--- config.mk ---
export PLATFORM = sky130hd
export DESIGN_NAME = coordinated_stepper_axes
export DESIGN_NICKNAME = d
export VERILOG_FILES = /design/src/rtl/csa_pkg.sv /design/src/rtl/coordinated_stepper_axes.sv /design/src/rtl/csa_div.sv /design/src/rtl/csa_lane.sv
export SDC_FILE = /design/constraint.sdc
export NUM_CORES = 2
export LEC_CHECK = 0
export BUFFER_PORTS_ARGS = -buffer_cell sky130_fd_sc_hd__buf_2
export CAP_MARGIN = 10
export CORE_UTILIZATION = 55
export DETAILED_ROUTE_END_ITERATION = 8
export GPL_ROUTABILITY_DRIVEN = 0
export PLACE_DENSITY = 0.73
export SETUP_SLACK_MARGIN = 0.1
export SYNTH_ARGS = -nofsm -noshare
export SYNTH_HDL_FRONTEND = slang
export SYNTH_SLANG_ARGS = --single-unit
--- constraint.sdc ---
create_clock -name clk -period 38.5 [get_ports clk]
set_clock_uncertainty 0.05 [all_clocks]
set_input_delay 1.925 -clock clk [delete_from_list [all_inputs] [get_ports clk]]
set_output_delay 1.925 -clock clk [all_outputs]
set_load 0.005 [all_outputs]
--- src/rtl/csa_pkg.sv ---
// Shared types, constants and helper functions of the coordinated stepper axes.
// Used by csa_lane and by the top level coordinated_stepper_axes.
package csa_pkg;

    localparam int AXIS_COUNT    = 6;
    localparam int POSITION_BITS = 12;
    localparam int GOAL_BITS     = 12;
    localparam int SPEED_BITS    = 8;
    localparam int SPR_BITS      = 10;
    localparam int COUNT_BITS    = 16;
    localparam int COIL_BITS     = 4;
    localparam int ELBOW_AXIS    = 2;
    localparam int GRIPPER_AXIS  = 5;

    localparam logic [COUNT_BITS-1:0] FULL_SCALE     = 16'd60000;
    localparam logic [COUNT_BITS-1:0] COUNT_MAX      = 16'hFFFF;
    localparam logic [COUNT_BITS-1:0] INTERVAL_RESET = 16'd10;

    // Configuration register indexes.
    localparam logic [1:0] REG_MAX_SPEED     = 2'd0;
    localparam logic [1:0] REG_STEPS_PER_REV = 2'd1;
    localparam logic [1:0] REG_TWO_WIRE_MASK = 2'd2;
    localparam logic [1:0] REG_COUPLE_ENABLE = 2'd3;

    typedef struct packed {
        logic load_goal;
        logic start_div;
        logic div_mode;   // 0: speed division, 1: interval division
        logic apply;
        logic motion;
    } lane_ctl_t;

    typedef struct packed {
        logic off;
        logic done;
        logic step;
        logic fwd;
        logic back;
    } lane_stat_t;

    function automatic logic [SPR_BITS-1:0] move_phase(
        input logic [SPR_BITS-1:0] p,
        input logic                fwd,
        input logic                back,
        input logic [SPR_BITS-1:0] m
    );
        logic [SPR_BITS:0] inc;
        logic [SPR_BITS-1:0] r;
        inc = {1'b0, p} + {{SPR_BITS{1'b0}}, 1'b1};
        r = p;
        if (fwd)
        begin
            r = (inc >= {1'b0, m}) ? '0 : inc[SPR_BITS-1:0];
        end
        else if (back)
        begin
            r = (p == '0 || p >= m) ? m - 1'b1 : p - 1'b1;
        end
        return r;
    endfunction

    function automatic logic [COIL_BITS-1:0] coil_pattern(
        input logic [1:0] p,
        input logic       two_wire
    );
        logic [COIL_BITS-1:0] r;
        unique case (p)
            2'd0: r = two_wire ? 4'd2 : 4'd5;
            2'd1: r = two_wire ? 4'd3 : 4'd6;
            2'd2: r = two_wire ? 4'd1 : 4'd10;
            default: r = two_wire ? 4'd0 : 4'd9;
        endcase
        return r;
    endfunction

endpackage

--- src/rtl/coordinated_stepper_axes.sv ---
// Top level of the coordinated stepper axes: six axis lanes, a shared base
// divider, the merge of the lanes' errors and the output register.
// Depends on csa_pkg, csa_div and csa_lane.
//
// Every input transfer yields exactly one result transfer. A goal command
// (tuser = 1) loads the six goals and goes straight to the result stage. A
// tick while idle updates the lanes and then reaches the result stage. A tick
// during motion runs two back-to-back serial divisions in all six lanes at
// once (speed = max_speed*|error|/|largest|, then interval = (60000 /
// steps_per_rev) / speed), each one quotient bit per cycle. The block takes
// the next transfer only after the previous result is in the output register;
// that register holds the result while the downstream side stalls.
module coordinated_stepper_axes
    import csa_pkg::*;
#(
    parameter int PB = POSITION_BITS
) (
    input  logic                  clk,
    input  logic                  rst_n,
    input  logic                  s_tvalid,
    output logic                  s_tready,
    // goal_base[11:0], goal_shoulder, goal_elbow, goal_wrist_right,
    // goal_wrist_left, goal_gripper[71:60]
    input  logic [71:0]           s_tdata,
    // command: 0 = one millisecond tick, 1 = load goals
    input  logic                  s_tuser,
    output logic                  m_tvalid,
    input  logic                  m_tready,
    // coils_base[3:0] .. coils_gripper[23:20], in_motion[24], arrived[25]
    output logic [31:0]           m_tdata,
    input  logic                  cfg_we,
    input  logic [1:0]            cfg_addr,
    input  logic [SPR_BITS-1:0]   cfg_data
);
    localparam int AW = PB + 1;
    localparam int NW = SPEED_BITS + AW;
    localparam int DW = (AW > SPR_BITS) ? AW : SPR_BITS;

    typedef enum logic [5:0] {
        S_IDLE  = 6'b000001,
        S_START = 6'b000010,
        S_DIV1  = 6'b000100,
        S_SPEED = 6'b001000,
        S_DIV2  = 6'b010000,
        S_FIN   = 6'b100000
    } state_t;

    localparam state_t S_APPLY_UNUSED = S_FIN;

    state_t state_reg, state_next;
    logic                  apply_reg, apply_next;
    logic [SPEED_BITS-1:0] max_speed_reg;
    logic [SPR_BITS-1:0]   spr_reg;
    logic [AXIS_COUNT-1:0] two_wire_reg;
    logic                  couple_reg;
    logic                  motion_reg, motion_next;
    logic                  was_moving_reg, was_moving_next;
    logic                  is_tick_reg, is_tick_next;
    logic [AW-1:0]         largest_reg, largest_next;
    logic [COUNT_BITS-1:0] base_reg;
    logic                  out_valid_reg, out_valid_next;
    logic [31:0]           out_data_reg, out_data_next;

    logic                  accept;
    logic [SPR_BITS-1:0]   modulus;
    lane_ctl_t             ctl;
    lane_stat_t            stat [AXIS_COUNT];
    logic [AW-1:0]         abs_err [AXIS_COUNT];
    logic [COIL_BITS-1:0]  coils [AXIS_COUNT];
    logic [NW-1:0]         base_quo;
    logic                  base_done;
    logic                  any_off;
    logic                  couple_ev;

    assign modulus  = (spr_reg == '0) ? SPR_BITS'(1) : spr_reg;
    assign s_tready = (state_reg == S_IDLE) && !apply_reg;
    assign accept   = s_tvalid && s_tready;

    // Configuration registers.
    always_ff @(posedge clk or negedge rst_n)
    begin
        if (!rst_n)
        begin
            max_speed_reg <= SPEED_BITS'(65);
            spr_reg       <= SPR_BITS'(100);
            two_wire_reg  <= '0;
            couple_reg    <= 1'b1;
        end
        else if (cfg_we)
        begin
            unique case (cfg_addr)
                REG_MAX_SPEED:     max_speed_reg <= cfg_data[SPEED_BITS-1:0];
                REG_STEPS_PER_REV: spr_reg       <= cfg_data;
                REG_TWO_WIRE_MASK: two_wire_reg  <= cfg_data[AXIS_COUNT-1:0];
                default:           couple_reg    <= cfg_data[0];
            endcase
        end
    end

    // Lane control. The apply cycle is a flag beside the state so that an idle
    // tick can go straight from the idle state to the update.
    assign ctl.load_goal = accept && s_tuser;
    assign ctl.start_div = (state_reg == S_START) || (state_reg == S_SPEED);
    assign ctl.div_mode  = (state_reg == S_SPEED);
    assign ctl.apply     = apply_reg;
    assign ctl.motion    = motion_reg;

    // The elbow step re-drives the gripper and moves its phase the other way.
    assign couple_ev = couple_reg && stat[ELBOW_AXIS].step;

    for (genvar i = 0; i < AXIS_COUNT; i++)
    begin : g_lane
        logic cpl, cpl_fwd, cpl_back;
        assign cpl      = (i == GRIPPER_AXIS) ? couple_ev : 1'b0;
        assign cpl_fwd  = (i == GRIPPER_AXIS) ? stat[ELBOW_AXIS].back : 1'b0;
        assign cpl_back = (i == GRIPPER_AXIS) ? stat[ELBOW_AXIS].fwd : 1'b0;

        csa_lane #(.PB(PB)) u_lane (
            .clk         (clk),
            .rst_n       (rst_n),
            .ctl         (ctl),
            .goal        (s_tdata[GOAL_BITS*i +: GOAL_BITS]),
            .largest     (largest_reg),
            .base        (base_reg),
            .max_speed   (max_speed_reg),
            .modulus     (modulus),
            .two_wire    (two_wire_reg[i]),
            .couple      (cpl),
            .couple_fwd  (cpl_fwd),
            .couple_back (cpl_back),
            .abs_err     (abs_err[i]),
            .stat        (stat[i]),
            .coils       (coils[i])
        );
    end

    // 60000 / steps_per_rev runs alongside the lanes' speed division.
    csa_div #(.NW(NW), .DW(DW)) u_base_div (
        .clk   (clk),
        .rst_n (rst_n),
        .start (state_reg == S_START),
        .num   (NW'(FULL_SCALE)),
        .den   (DW'(modulus)),
        .quo   (base_quo),
        .done  (base_done)
    );

    always_ff @(posedge clk)
    begin
        if (base_done)
        begin
            base_reg <= base_quo[COUNT_BITS-1:0];
        end
    end

    // Merge stage: largest error and whether any axis is still off target.
    always_comb
    begin
        largest_next = '0;
        any_off      = 1'b0;
        for (int i = 0; i < AXIS_COUNT; i++)
        begin
            if (abs_err[i] > largest_next)
            begin
                largest_next = abs_err[i];
            end
            any_off = any_off | stat[i].off;
        end
    end

    always_comb
    begin
        state_next      = state_reg;
        apply_next      = 1'b0;
        motion_next     = motion_reg;
        was_moving_next = was_moving_reg;
        is_tick_next    = is_tick_reg;
        out_valid_next  = out_valid_reg;
        out_data_next   = out_data_reg;
        if (m_tready)
        begin
            out_valid_next = 1'b0;
        end
        if (apply_reg)
        begin
            state_next = S_FIN;
        end
        else
        begin
            unique case (state_reg)
                S_IDLE:
                begin
                    if (accept)
                    begin
                        is_tick_next    = !s_tuser;
                        was_moving_next = motion_reg;
                        if (s_tuser)
                        begin
                            state_next = S_FIN;
                        end
                        else if (motion_reg)
                        begin
                            state_next = S_START;
                        end
                        else
                        begin
                            apply_next = 1'b1;
                        end
                    end
                end
                S_START: state_next = S_DIV1;
                S_DIV1:
                begin
                    if (base_done)
                    begin
                        state_next = S_SPEED;
                    end
                end
                S_SPEED: state_next = S_DIV2;
                S_DIV2:
                begin
                    if (stat[0].done)
                    begin
                        state_next = S_IDLE;
                        apply_next = 1'b1;
                    end
                end
                default:
                begin
                    if (!out_valid_reg || m_tready)
                    begin
                        motion_next    = any_off;
                        out_valid_next = 1'b1;
                        out_data_next  = {6'd0,
                                          is_tick_reg && was_moving_reg && !any_off,
                                          any_off,
                                          coils[5], coils[4], coils[3],
                                          coils[2], coils[1], coils[0]};
                        state_next     = S_IDLE;
                    end
                end
            endcase
        end
    end

    always_ff @(posedge clk or negedge rst_n)
    begin
        if (!rst_n)
        begin
            state_reg      <= S_IDLE;
            apply_reg      <= 1'b0;
            motion_reg     <= 1'b0;
            was_moving_reg <= 1'b0;
            is_tick_reg    <= 1'b0;
            out_valid_reg  <= 1'b0;
        end
        else
        begin
            state_reg      <= state_next;
            apply_reg      <= apply_next;
            motion_reg     <= motion_next;
            was_moving_reg <= was_moving_next;
            is_tick_reg    <= is_tick_next;
            out_valid_reg  <= out_valid_next;
        end
    end

    always_ff @(posedge clk)
    begin
        out_data_reg <= out_data_next;
        if (accept && !s_tuser && motion_reg)
        begin
            largest_reg <= largest_next;
        end
    end

    assign m_tvalid = out_valid_reg;
    assign m_tdata  = out_data_reg;

`ifndef ASSERT_OFF
    a_state_onehot: assert property (@(posedge clk) disable iff (!rst_n)
        $onehot(state_reg))
        else $error("state register not one-hot");

    a_arrived_idle: assert property (@(posedge clk) disable iff (!rst_n)
        m_tvalid |-> !(m_tdata[25] && m_tdata[24]))
        else $error("arrived reported while still in motion");

    a_div2_order: assert property (@(posedge clk) disable iff (!rst_n)
        (state_reg == S_DIV2) |-> ($past(state_reg) == S_SPEED || $past(state_reg) == S_DIV2))
        else $error("interval division entered out of order");

    a_apply_fin: assert property (@(posedge clk) disable iff (!rst_n)
        apply_reg |=> (state_reg == S_APPLY_UNUSED))
        else $error("update cycle not followed by result stage");
`endif

endmodule

--- src/rtl/csa_div.sv ---
// Restoring unsigned divider, one quotient bit per cycle.
// Stand-alone; used by csa_lane and the top level.
module csa_div #(
    parameter int NW = 21,
    parameter int DW = 13
) (
    input  logic          clk,
    input  logic          rst_n,
    input  logic          start,
    input  logic [NW-1:0] num,
    input  logic [DW-1:0] den,
    output logic [NW-1:0] quo,
    output logic          done
);
    localparam int CW = $clog2(NW + 1);

    logic [NW-1:0] quo_reg, quo_next;
    logic [DW:0]   rem_reg, rem_next;
    logic [DW-1:0] den_reg, den_next;
    logic [CW-1:0] cnt_reg, cnt_next;
    logic          busy_reg, busy_next;
    logic          done_reg, done_next;
    logic [DW:0]   rem_sh;

    assign rem_sh = {rem_reg[DW-1:0], quo_reg[NW-1]};

    always_comb
    begin
        quo_next  = quo_reg;
        rem_next  = rem_reg;
        den_next  = den_reg;
        cnt_next  = cnt_reg;
        busy_next = busy_reg;
        done_next = 1'b0;
        if (start)
        begin
            quo_next  = num;
            rem_next  = '0;
            den_next  = den;
            cnt_next  = CW'(NW);
            busy_next = 1'b1;
        end
        else if (busy_reg)
        begin
            if (rem_sh >= {1'b0, den_reg})
            begin
                rem_next = rem_sh - {1'b0, den_reg};
                quo_next = {quo_reg[NW-2:0], 1'b1};
            end
            else
            begin
                rem_next = rem_sh;
                quo_next = {quo_reg[NW-2:0], 1'b0};
            end
            cnt_next = cnt_reg - 1'b1;
            if (cnt_reg == CW'(1))
            begin
                busy_next = 1'b0;
                done_next = 1'b1;
            end
        end
    end

    always_ff @(posedge clk or negedge rst_n)
    begin
        if (!rst_n)
        begin
            cnt_reg  <= '0;
            busy_reg <= 1'b0;
            done_reg <= 1'b0;
        end
        else
        begin
            cnt_reg  <= cnt_next;
            busy_reg <= busy_next;
            done_reg <= done_next;
        end
    end

    always_ff @(posedge clk)
    begin
        quo_reg <= quo_next;
        rem_reg <= rem_next;
        den_reg <= den_next;
    end

    assign quo  = quo_reg;
    assign done = done_reg;

endmodule

--- src/rtl/csa_lane.sv ---
// One axis lane: goal, position, phase, tick count, step interval and coils.
// Depends on csa_pkg and csa_div.
module csa_lane
    import csa_pkg::*;
#(
    parameter int PB = POSITION_BITS
) (
    input  logic                  clk,
    input  logic                  rst_n,
    input  lane_ctl_t             ctl,
    input  logic [GOAL_BITS-1:0]  goal,
    input  logic [PB:0]           largest,
    input  logic [COUNT_BITS-1:0] base,
    input  logic [SPEED_BITS-1:0] max_speed,
    input  logic [SPR_BITS-1:0]   modulus,
    input  logic                  two_wire,
    input  logic                  couple,
    input  logic                  couple_fwd,
    input  logic                  couple_back,
    output logic [PB:0]           abs_err,
    output lane_stat_t            stat,
    output logic [COIL_BITS-1:0]  coils
);
    localparam int AW = PB + 1;
    localparam int NW = SPEED_BITS + AW;
    localparam int DW = (AW > SPR_BITS) ? AW : SPR_BITS;

    logic [PB-1:0]         target_reg, target_next;
    logic [PB-1:0]         cur_reg, cur_next;
    logic [SPR_BITS-1:0]   phase_reg, phase_next;
    logic [COUNT_BITS-1:0] ticks_reg, ticks_next;
    logic [COUNT_BITS-1:0] interval_reg, interval_next;
    logic [COIL_BITS-1:0]  coil_reg, coil_next;
    logic [SPEED_BITS-1:0] speed_reg, speed_next;
    logic                  mode_reg, mode_next;

    logic [AW-1:0]         err;
    logic                  neg, off;
    logic [NW-1:0]         div_num, div_quo;
    logic [DW-1:0]         div_den;
    logic                  div_done;
    logic [COUNT_BITS-1:0] t1;
    logic                  step, fwd, back;
    logic [SPR_BITS-1:0]   p1, p2;
    logic signed [GOAL_BITS-1:0] goal_s;

    assign goal_s  = goal;
    assign err     = {target_reg[PB-1], target_reg} - {cur_reg[PB-1], cur_reg};
    assign neg     = err[AW-1];
    assign off     = (err != '0);
    assign abs_err = neg ? (~err + 1'b1) : err;

    assign div_num = ctl.div_mode ? NW'(base) : NW'(max_speed) * NW'(abs_err);
    assign div_den = ctl.div_mode ? DW'(speed_reg) : DW'(largest);

    csa_div #(.NW(NW), .DW(DW)) u_div (
        .clk   (clk),
        .rst_n (rst_n),
        .start (ctl.start_div),
        .num   (div_num),
        .den   (div_den),
        .quo   (div_quo),
        .done  (div_done)
    );

    assign t1   = (ticks_reg == COUNT_MAX) ? ticks_reg : ticks_reg + 1'b1;
    assign step = ctl.apply && ctl.motion && (t1 >= interval_reg);
    assign fwd  = step && off && !neg;
    assign back = step && neg;
    assign p1   = couple ? move_phase(phase_reg, couple_fwd, couple_back, modulus) : phase_reg;
    assign p2   = step ? move_phase(p1, fwd, back, modulus) : p1;

    always_comb
    begin
        target_next   = target_reg;
        cur_next      = cur_reg;
        phase_next    = phase_reg;
        ticks_next    = ticks_reg;
        interval_next = interval_reg;
        coil_next     = coil_reg;
        speed_next    = speed_reg;
        mode_next     = mode_reg;
        if (ctl.load_goal)
        begin
            target_next = PB'(goal_s);
        end
        if (ctl.start_div)
        begin
            mode_next = ctl.div_mode;
        end
        if (div_done)
        begin
            if (!mode_reg)
            begin
                speed_next = (div_quo[SPEED_BITS-1:0] == '0) ? SPEED_BITS'(1)
                                                             : div_quo[SPEED_BITS-1:0];
            end
            else if (off)
            begin
                interval_next = div_quo[COUNT_BITS-1:0];
            end
        end
        if (ctl.apply)
        begin
            ticks_next = step ? '0 : t1;
            phase_next = p2;
            if (fwd)
            begin
                cur_next = cur_reg + 1'b1;
            end
            else if (back)
            begin
                cur_next = cur_reg - 1'b1;
            end
            if (step)
            begin
                coil_next = coil_pattern(p2[1:0], two_wire);
            end
            else if (couple)
            begin
                coil_next = coil_pattern(p1[1:0], two_wire);
            end
        end
    end

    always_ff @(posedge clk or negedge rst_n)
    begin
        if (!rst_n)
        begin
            target_reg   <= '0;
            cur_reg      <= '0;
            phase_reg    <= '0;
            ticks_reg    <= '0;
            interval_reg <= INTERVAL_RESET;
            coil_reg     <= '0;
            speed_reg    <= SPEED_BITS'(1);
            mode_reg     <= 1'b0;
        end
        else
        begin
            target_reg   <= target_next;
            cur_reg      <= cur_next;
            phase_reg    <= phase_next;
            ticks_reg    <= ticks_next;
            interval_reg <= interval_next;
            coil_reg     <= coil_next;
            speed_reg    <= speed_next;
            mode_reg     <= mode_next;
        end
    end

    assign stat.off  = off;
    assign stat.done = div_done;
    assign stat.step = step;
    assign stat.fwd  = fwd;
    assign stat.back = back;
    assign coils     = coil_reg;

endmodule

* Word-level counts from Yosys, hierarchy flattened
Index checks and enable logic that the tools add are counted.
W data, S select, Z words.
** Word-level totals
- Bits in registers :: 910
- Input bits :: 90
- Output and inout port bits :: 34
- Logic and storage cells :: 611
** Operators by class
- $add $sub $neg :: 59
- $mul :: 6
- Magnitude comparators :: 33
- Equal/unequal tests :: 38
- Mux-type cells :: 223
- Bitwise gates (word level) :: 15
- Reductions and logical operators :: 133
** Operators with widths (number)
- $mux W21 :: 18
- $mux W10 :: 31
- $mux W13 :: 19
- $mux W16 :: 12
- $mux W12 :: 12
- $mul A8 B13 Y21 :: 6
- $add A16 B1 Y16 const B :: 6
- $eq A16 B16 Y1 const B :: 6
- $ge A16 B16 Y1 :: 6
- $mux W8 :: 12
- $ge A14 B13 Y1 :: 6
- $pmux W4 S3 :: 7
- $logic_not A10 Y1 :: 8
- $sub A10 B1 Y10 const B :: 8
- $add A13 B1 Y13 const B :: 6
- $not A13 Y13 :: 6
- $reduce_bool A13 Y1 :: 6
- $sub A12 B12 Y13 :: 6
- $sub A13 B13 Y13 :: 6
- $add A10 B1 Y11 const B :: 7
- $ge A11 B10 Y1 :: 7
- $add A12 B1 Y12 const B :: 6
- $sub A12 B1 Y12 const B :: 6
- $ge A10 B10 Y1 :: 7
- other kinds (38) :: 287

* Logic depth before layout (Yosys ltp)
- Word-level depth :: 18
- Depth in mapped cells :: 89
- Depth with buffers taken out :: 83

* Cells and area by module
Synthesis repeated with hierarchy kept, for this count alone.
** Unflattened totals
- Cell total of the unflattened synthesis :: 10569
- Area, all modules :: 94627.0 µm²
** By module, submodules not included
- csa_div :: times used 7, cells each 266, area each 2990.4 µm², seq. area each 1456.4 µm²
- csa_lane at g_lane[1].u_lane :: times used 1, cells each 1377, area each 11299.6 µm², seq. area each 1980.6 µm²
- csa_lane at g_lane[5].u_lane :: times used 1, cells each 1342, area each 11284.6 µm², seq. area each 1980.6 µm²
- csa_lane at g_lane[4].u_lane :: times used 1, cells each 1338, area each 11278.3 µm², seq. area each 1980.6 µm²
- csa_lane at g_lane[0].u_lane :: times used 1, cells each 1357, area each 11274.6 µm², seq. area each 1980.6 µm²
- csa_lane at g_lane[3].u_lane :: times used 1, cells each 1344, area each 11237.0 µm², seq. area each 1980.6 µm²
- csa_lane at g_lane[2].u_lane :: times used 1, cells each 1372, area each 11200.7 µm², seq. area each 1980.6 µm²
- coordinated_stepper_axes :: times used 1, cells each 577, area each 6119.6 µm², seq. area each 2561.2 µm²

* Worst setup path before layout
OpenSTA, ideal clock, no wires.
- Path type :: register to register
- Start :: register g_lane[1].u_lane.cur_reg[0]
- End :: register largest_reg[6] (data pin)
- Data arrival time :: 15.228 ns
- Slack :: 23.063 ns
- Cell stages (with the launch flop) :: 87
- Buffers on the path :: 7
- Period minus slack after synthesis :: 15.437 ns
- Cells stage by stage :: dfrtp_1 -> ha_1 -> fa_1 -> nor2b_1 -> o21ai_0 -> a21boi_0 -> o21ai_0 -> a21boi_0 -> o211ai_1 -> nand2_1 -> a41o_1 -> clkbuf_1 -> nor2_1 -> a21oi_1 -> ha_1 -> nor2b_1 -> o21a_1 -> o21a_1 -> [... 51 more ...] -> clkbuf_1 -> clkbuf_1 -> mux2_2 -> ha_1 -> o21a_1 -> o21a_1 -> o21a_1 -> o21a_1 -> o21a_1 -> o21a_1 -> o21ai_0 -> a21oi_1 -> a211oi_1 -> o21ai_0 -> o31a_1 -> clkbuf_1 -> or3_1 -> o211ai_1
** Between the ends
- Cells in the longest elaborated chain, start to end :: 14
** RTL lines
- start, declared :: RTL line csa_lane.sv:29 : logic [PB-1:0] cur_reg, cur_next;
- start signal, assigned :: RTL line csa_lane.sv:142 : cur_reg <= cur_next;
- $sub A12 B12 Y13 * :: RTL line csa_lane.sv:48 : assign err = {target_reg[PB-1], target_reg} - {cur_reg[PB-1], cur_reg};
- $not A13 Y13 :: RTL line csa_lane.sv:51 : assign abs_err = neg ? (~err + 1'b1) : err;
- $add A13 B1 Y13 :: RTL line csa_lane.sv:51
- $mux W13 * :: RTL line csa_lane.sv:51
- $gt A13 B13 Y1 :: RTL line coordinated_stepper_axes.sv:163 : if (abs_err[i] > largest_next)
- $mux W13 * :: RTL line coordinated_stepper_axes.sv:163
- $gt A13 B13 Y1 :: RTL line coordinated_stepper_axes.sv:163
- $mux W13 * :: RTL line coordinated_stepper_axes.sv:163
- $gt A13 B13 Y1 :: RTL line coordinated_stepper_axes.sv:163
- $mux W13 * :: RTL line coordinated_stepper_axes.sv:163
- $gt A13 B13 Y1 :: RTL line coordinated_stepper_axes.sv:163
- $mux W13 * :: RTL line coordinated_stepper_axes.sv:163
- $gt A13 B13 Y1 :: RTL line coordinated_stepper_axes.sv:163
- $mux W13 * :: RTL line coordinated_stepper_axes.sv:163
- net largest_next[6] :: RTL line coordinated_stepper_axes.sv:59 : logic [AW-1:0] largest_reg, largest_next;
- end signal, assigned :: RTL line coordinated_stepper_axes.sv:273 : largest_reg <= largest_next;
- end, declared :: RTL line coordinated_stepper_axes.sv:59
Mark *: on every way through the listed nets, which the timed path passes. The rest lies on a longest branch.
A chain may end at the register's enable or synchronous reset.

* Worst setup path in the final report
- Start :: register g_lane[1].u_lane.cur_reg[0]
- End :: register largest_reg[2] (data pin)
Same word-level chain as after synthesis.

==> key figures <==
Routing
  – Antenna-violating nets left: 0
  – Drt initial violations: 5853
  – Vias: 64100
  – # DRC: 0
  – Wire length per cell: 20.3 µm
  – First-pass DRT Iterations: 6
  – Detailed Route WL: 220000 µm
  – Vias/cell: 5.94

STA
  – Final setup fails: 0
  – Fin Hold WS: 0.395 ns
  – Max_slew headroom: 0.175
  – Final WS setup: 20.70 ns
  – Worst Tran Pin Value: 1.23 ns
  – Final worst-path cycle share: 0.462
  – RSZ-0062 raised after global routing: no
  – Slew Viols, Final: 0
  – Final setup TNS: 0 ns
  – Final Hold Vio Count: 0
  – Final min period: 17.80 ns
  – FMAX: 56.2 MHz

Placement
  – Setup WS pre-CTS: 21.16 ns
  – I/O Buffers: 117
  – Post-DP HPWL: 164000 µm

Floorplan
  – Die area: 145000 µm²
  – Core area: 142000 µm²
  – Initial core utilization: 0.555
  – Die H: 381 µm
  – Rows: 138
  – Ports: 124
  – DIE WIDTH: 381 µm

Setup path
  – Cell family with most CP delay: compound AO/OA/AOI/OAI gates
  – R2R depth: 81
  – Crit path largest cell delay: 0.81 ns
  – CP Data Required Time: 38.92 ns
  – Cell mode on critical path: o21a_1
  – Startpoint types: flip-flop
  – Arrival time of the worst setup path: 18.22 ns
  – Max Fanout on Critical Path: 21
  – Setup CP Type: reg2reg
  – CP endpoint kind: flip-flop
  – Worst Setup SP: g_lane[1].u_lane.cur_reg[0]$_DFFE_PN0P_
  – Worst Path Buf+Inv: 3
  – WP depth: 81
  – Origin of the critical flop-to-flop path: g_lane[1].u_lane.cur_reg[0]$_DFFE_PN0P_
  – Slowest cell on the critical path: a21oi_1

Clock network
  – Post-CTS Setup Bufs: 0
  – Worst skew pair latency: 0.78 ns
  – Post-CTS Hold Buffers: 0
  – Clock buffer depth: 3
  – CTS tree: yes
  – Clk sinks: 910
  – CTS clk-pin slew, worst paths: 0.06 ns
  – Post-cts resize count: 0
  – Num CTS Buffers: 105
  – H-tree depth: 3
  – Clock Tree Root: clkbuf_16

Yosys
  – EDFF count, synth: 244
  – Synth area leader: dfrtp_1
  – Syn_area_per_cell: 8.91 µm²
  – Yosys cell types: 95
  – Synth Cell Area: 78800 µm²
  – Main flop type after synthesis: dfrtp_1
  – Post-synth ARST share: 0.609
  – Register area share after synthesis: 0.298
  – Synthesis Warnings: 0
  – Synthesis-stage register bit count: 910
  – Mapped Cells: 8849
  – Synth area leaders: dfrtp_1 (17%), ha_1 (13%), fa_1 (11%), edfxtp_1 (9.3%), inv_1 (4.7%)
  – Synth top area share: 0.168

Layout
  – Layout net count: 10100
  – Fill cells: 12100
  – Layout cells sized above 1: 0.0797
  – Max FFs per register: 126
  – Synth-to-layout area growth: 8.00%

Outcome
  – Run status: complete, no violations

Hold path
  – Hold path depth: 0
  – Worst hold path type: reg2reg
  – Critical hold path startpoint: g_lane[3].u_lane.coils[3]$_DFFE_PN0P_

GRT
  – Initial antenna violation count: 5
  – GRT Resource Usage Total: 0.302
  – Largest net degree at the start of global routing: 166
  – First-pass GRT wire length: 348000 µm
  – GRT overflow: 0
  – Number of global-route vias before repair: 63300

Run
  – Max-cap violations: 0
-- worst reg2reg max path, delay by kind of cell (launching register included) --
| family | cells | cell delay (ns) |
|---|---|---|
| compound gates | 52 | 10.45 |
| fa+ha+maj | 7 | 2.29 |
| simple gates | 15 | 1.76 |
| mux | 4 | 1.59 |
| buf+inv | 3 | 0.92 |
| flops | 1 | 0.44 |
-- area by class of cell --
| class | count | area, µm² | area share |
|---|---|---|---|
| flip-flops and latches | 910 | 23500 | 0.276 |
| diodes | 1 | 2.50 | 0.0000294 |
| clock buffers | 147 | 2980 | 0.0350 |
| clock inverters | 51 | 692 | 0.00813 |
| inverters | 1004 | 3780 | 0.0444 |
| repair buffers | 251 | 1610 | 0.0190 |
| well taps | 1890 | 2360 | 0.0278 |
| multi-input cells | 6548 | 50200 | 0.590 |
-- synth_stat cells, types with 44 or more instances --
| master | count |
|---|---|
| o21bai_1 | 64 |
| o22ai_1 | 44 |
| a211oi_1 | 102 |
| clkbuf_1 | 360 |
| nor3_1 | 118 |
| mux2i_1 | 78 |
| a31oi_1 | 74 |
| mux2_2 | 179 |
| nand4_1 | 49 |
| nand2b_1 | 104 |
| fa_1 | 415 |
| nand2_1 | 988 |
| and2_1 | 273 |
| xnor2_1 | 372 |
| o21ai_0 | 606 |
| o21a_1 | 62 |
| nor2b_1 | 149 |
| ha_1 | 811 |
| a21o_1 | 213 |
| dfxtp_1 | 112 |
| dfrtp_1 | 529 |
| xor2_1 | 128 |
| a21oi_1 | 508 |
| inv_1 | 997 |
| edfxtp_1 | 244 |
| nor2_1 | 505 |
| nand3_1 | 173 |
| and3_1 | 62 |
-- layer usage --
metal  vias up  wire [µm]  global-route usage
li1      30000          -                   -
met1     31000      92500               0.407
met2      2617      97400               0.475
met3       537      19600              0.0556
met4         0      10100               0.128
met5         -          0                   0
-- cell families after synthesis --
group | after synthesis | synth area share
fa+ha+maj | 1226 | 0.234
flops | 910 | 0.298
compound gates | 1980 | 0.155
mux | 258 | 0.0357
simple gates | 2577 | 0.154
other cells | 1 | 0.0000476
xor+xnor | 501 | 0.0558
buf+inv | 1396 | 0.0670
-- path summary, 6_finish.rpt --
kind	endpoint	slack, ns
min in group asynchronous	g_lane[4].u_lane.target_reg[6]$_DFFE_PN0P_	1.15
worst max register to register	largest_reg[2]$_DFFE_PP_	20.70
worst max-delay path	largest_reg[2]$_DFFE_PP_	20.70
max in group asynchronous	apply_reg$_DFF_PN0_	33.96
worst min register to register	m_tdata[15]$_DFFE_PP_	0.40
worst min-delay path	m_tdata[15]$_DFFE_PP_	0.40
-- through the flow --
step / instances / utilization / area (µm²)
4_1_cts: 10800 / 0.600 / 85100
2_1_floorplan: 8854 / - / 78800
3_5_place_dp: 10600 / 0.574 / 81500
6_report: 10800 / 0.600 / 85100
3_3_place_gp: 10600 / 0.574 / 81500
5_1_grt: 10800 / 0.600 / 85100
-- cells in the final DEF (no fill, tap or decap), types with 25 or more instances in the layout --
master       n
inv_1      997
nand2_1    988
ha_1       811
o21ai_0    604
dfrtp_1    521
a21oi_1    505
nor2_1     501
fa_1       415
xnor2_1    372
and2_1     273
edfxtp_1   244
a21o_1     213
mux2_2     179
nand3_1    172
nor2b_1    149
buf_4      133
xor2_1     128
nor3_1     118
buf_2      116
dfxtp_1    112
clkbuf_16  107
nand2b_1   104
a211oi_1    96
mux2i_1     78
a31oi_1     73
o21bai_1    64
and3_1      62
o21a_1      62
nand4_1     49
o22ai_1     43
o31ai_1     41
a21boi_0    36
or3_1       36
nor4_1      27
o211ai_1    26
clkbuf_1    25
dfstp_2     25
Power is left out: the tool's default activity adds up to more than one toggle a clock period on the data nets, which glitch-free logic cannot reach.
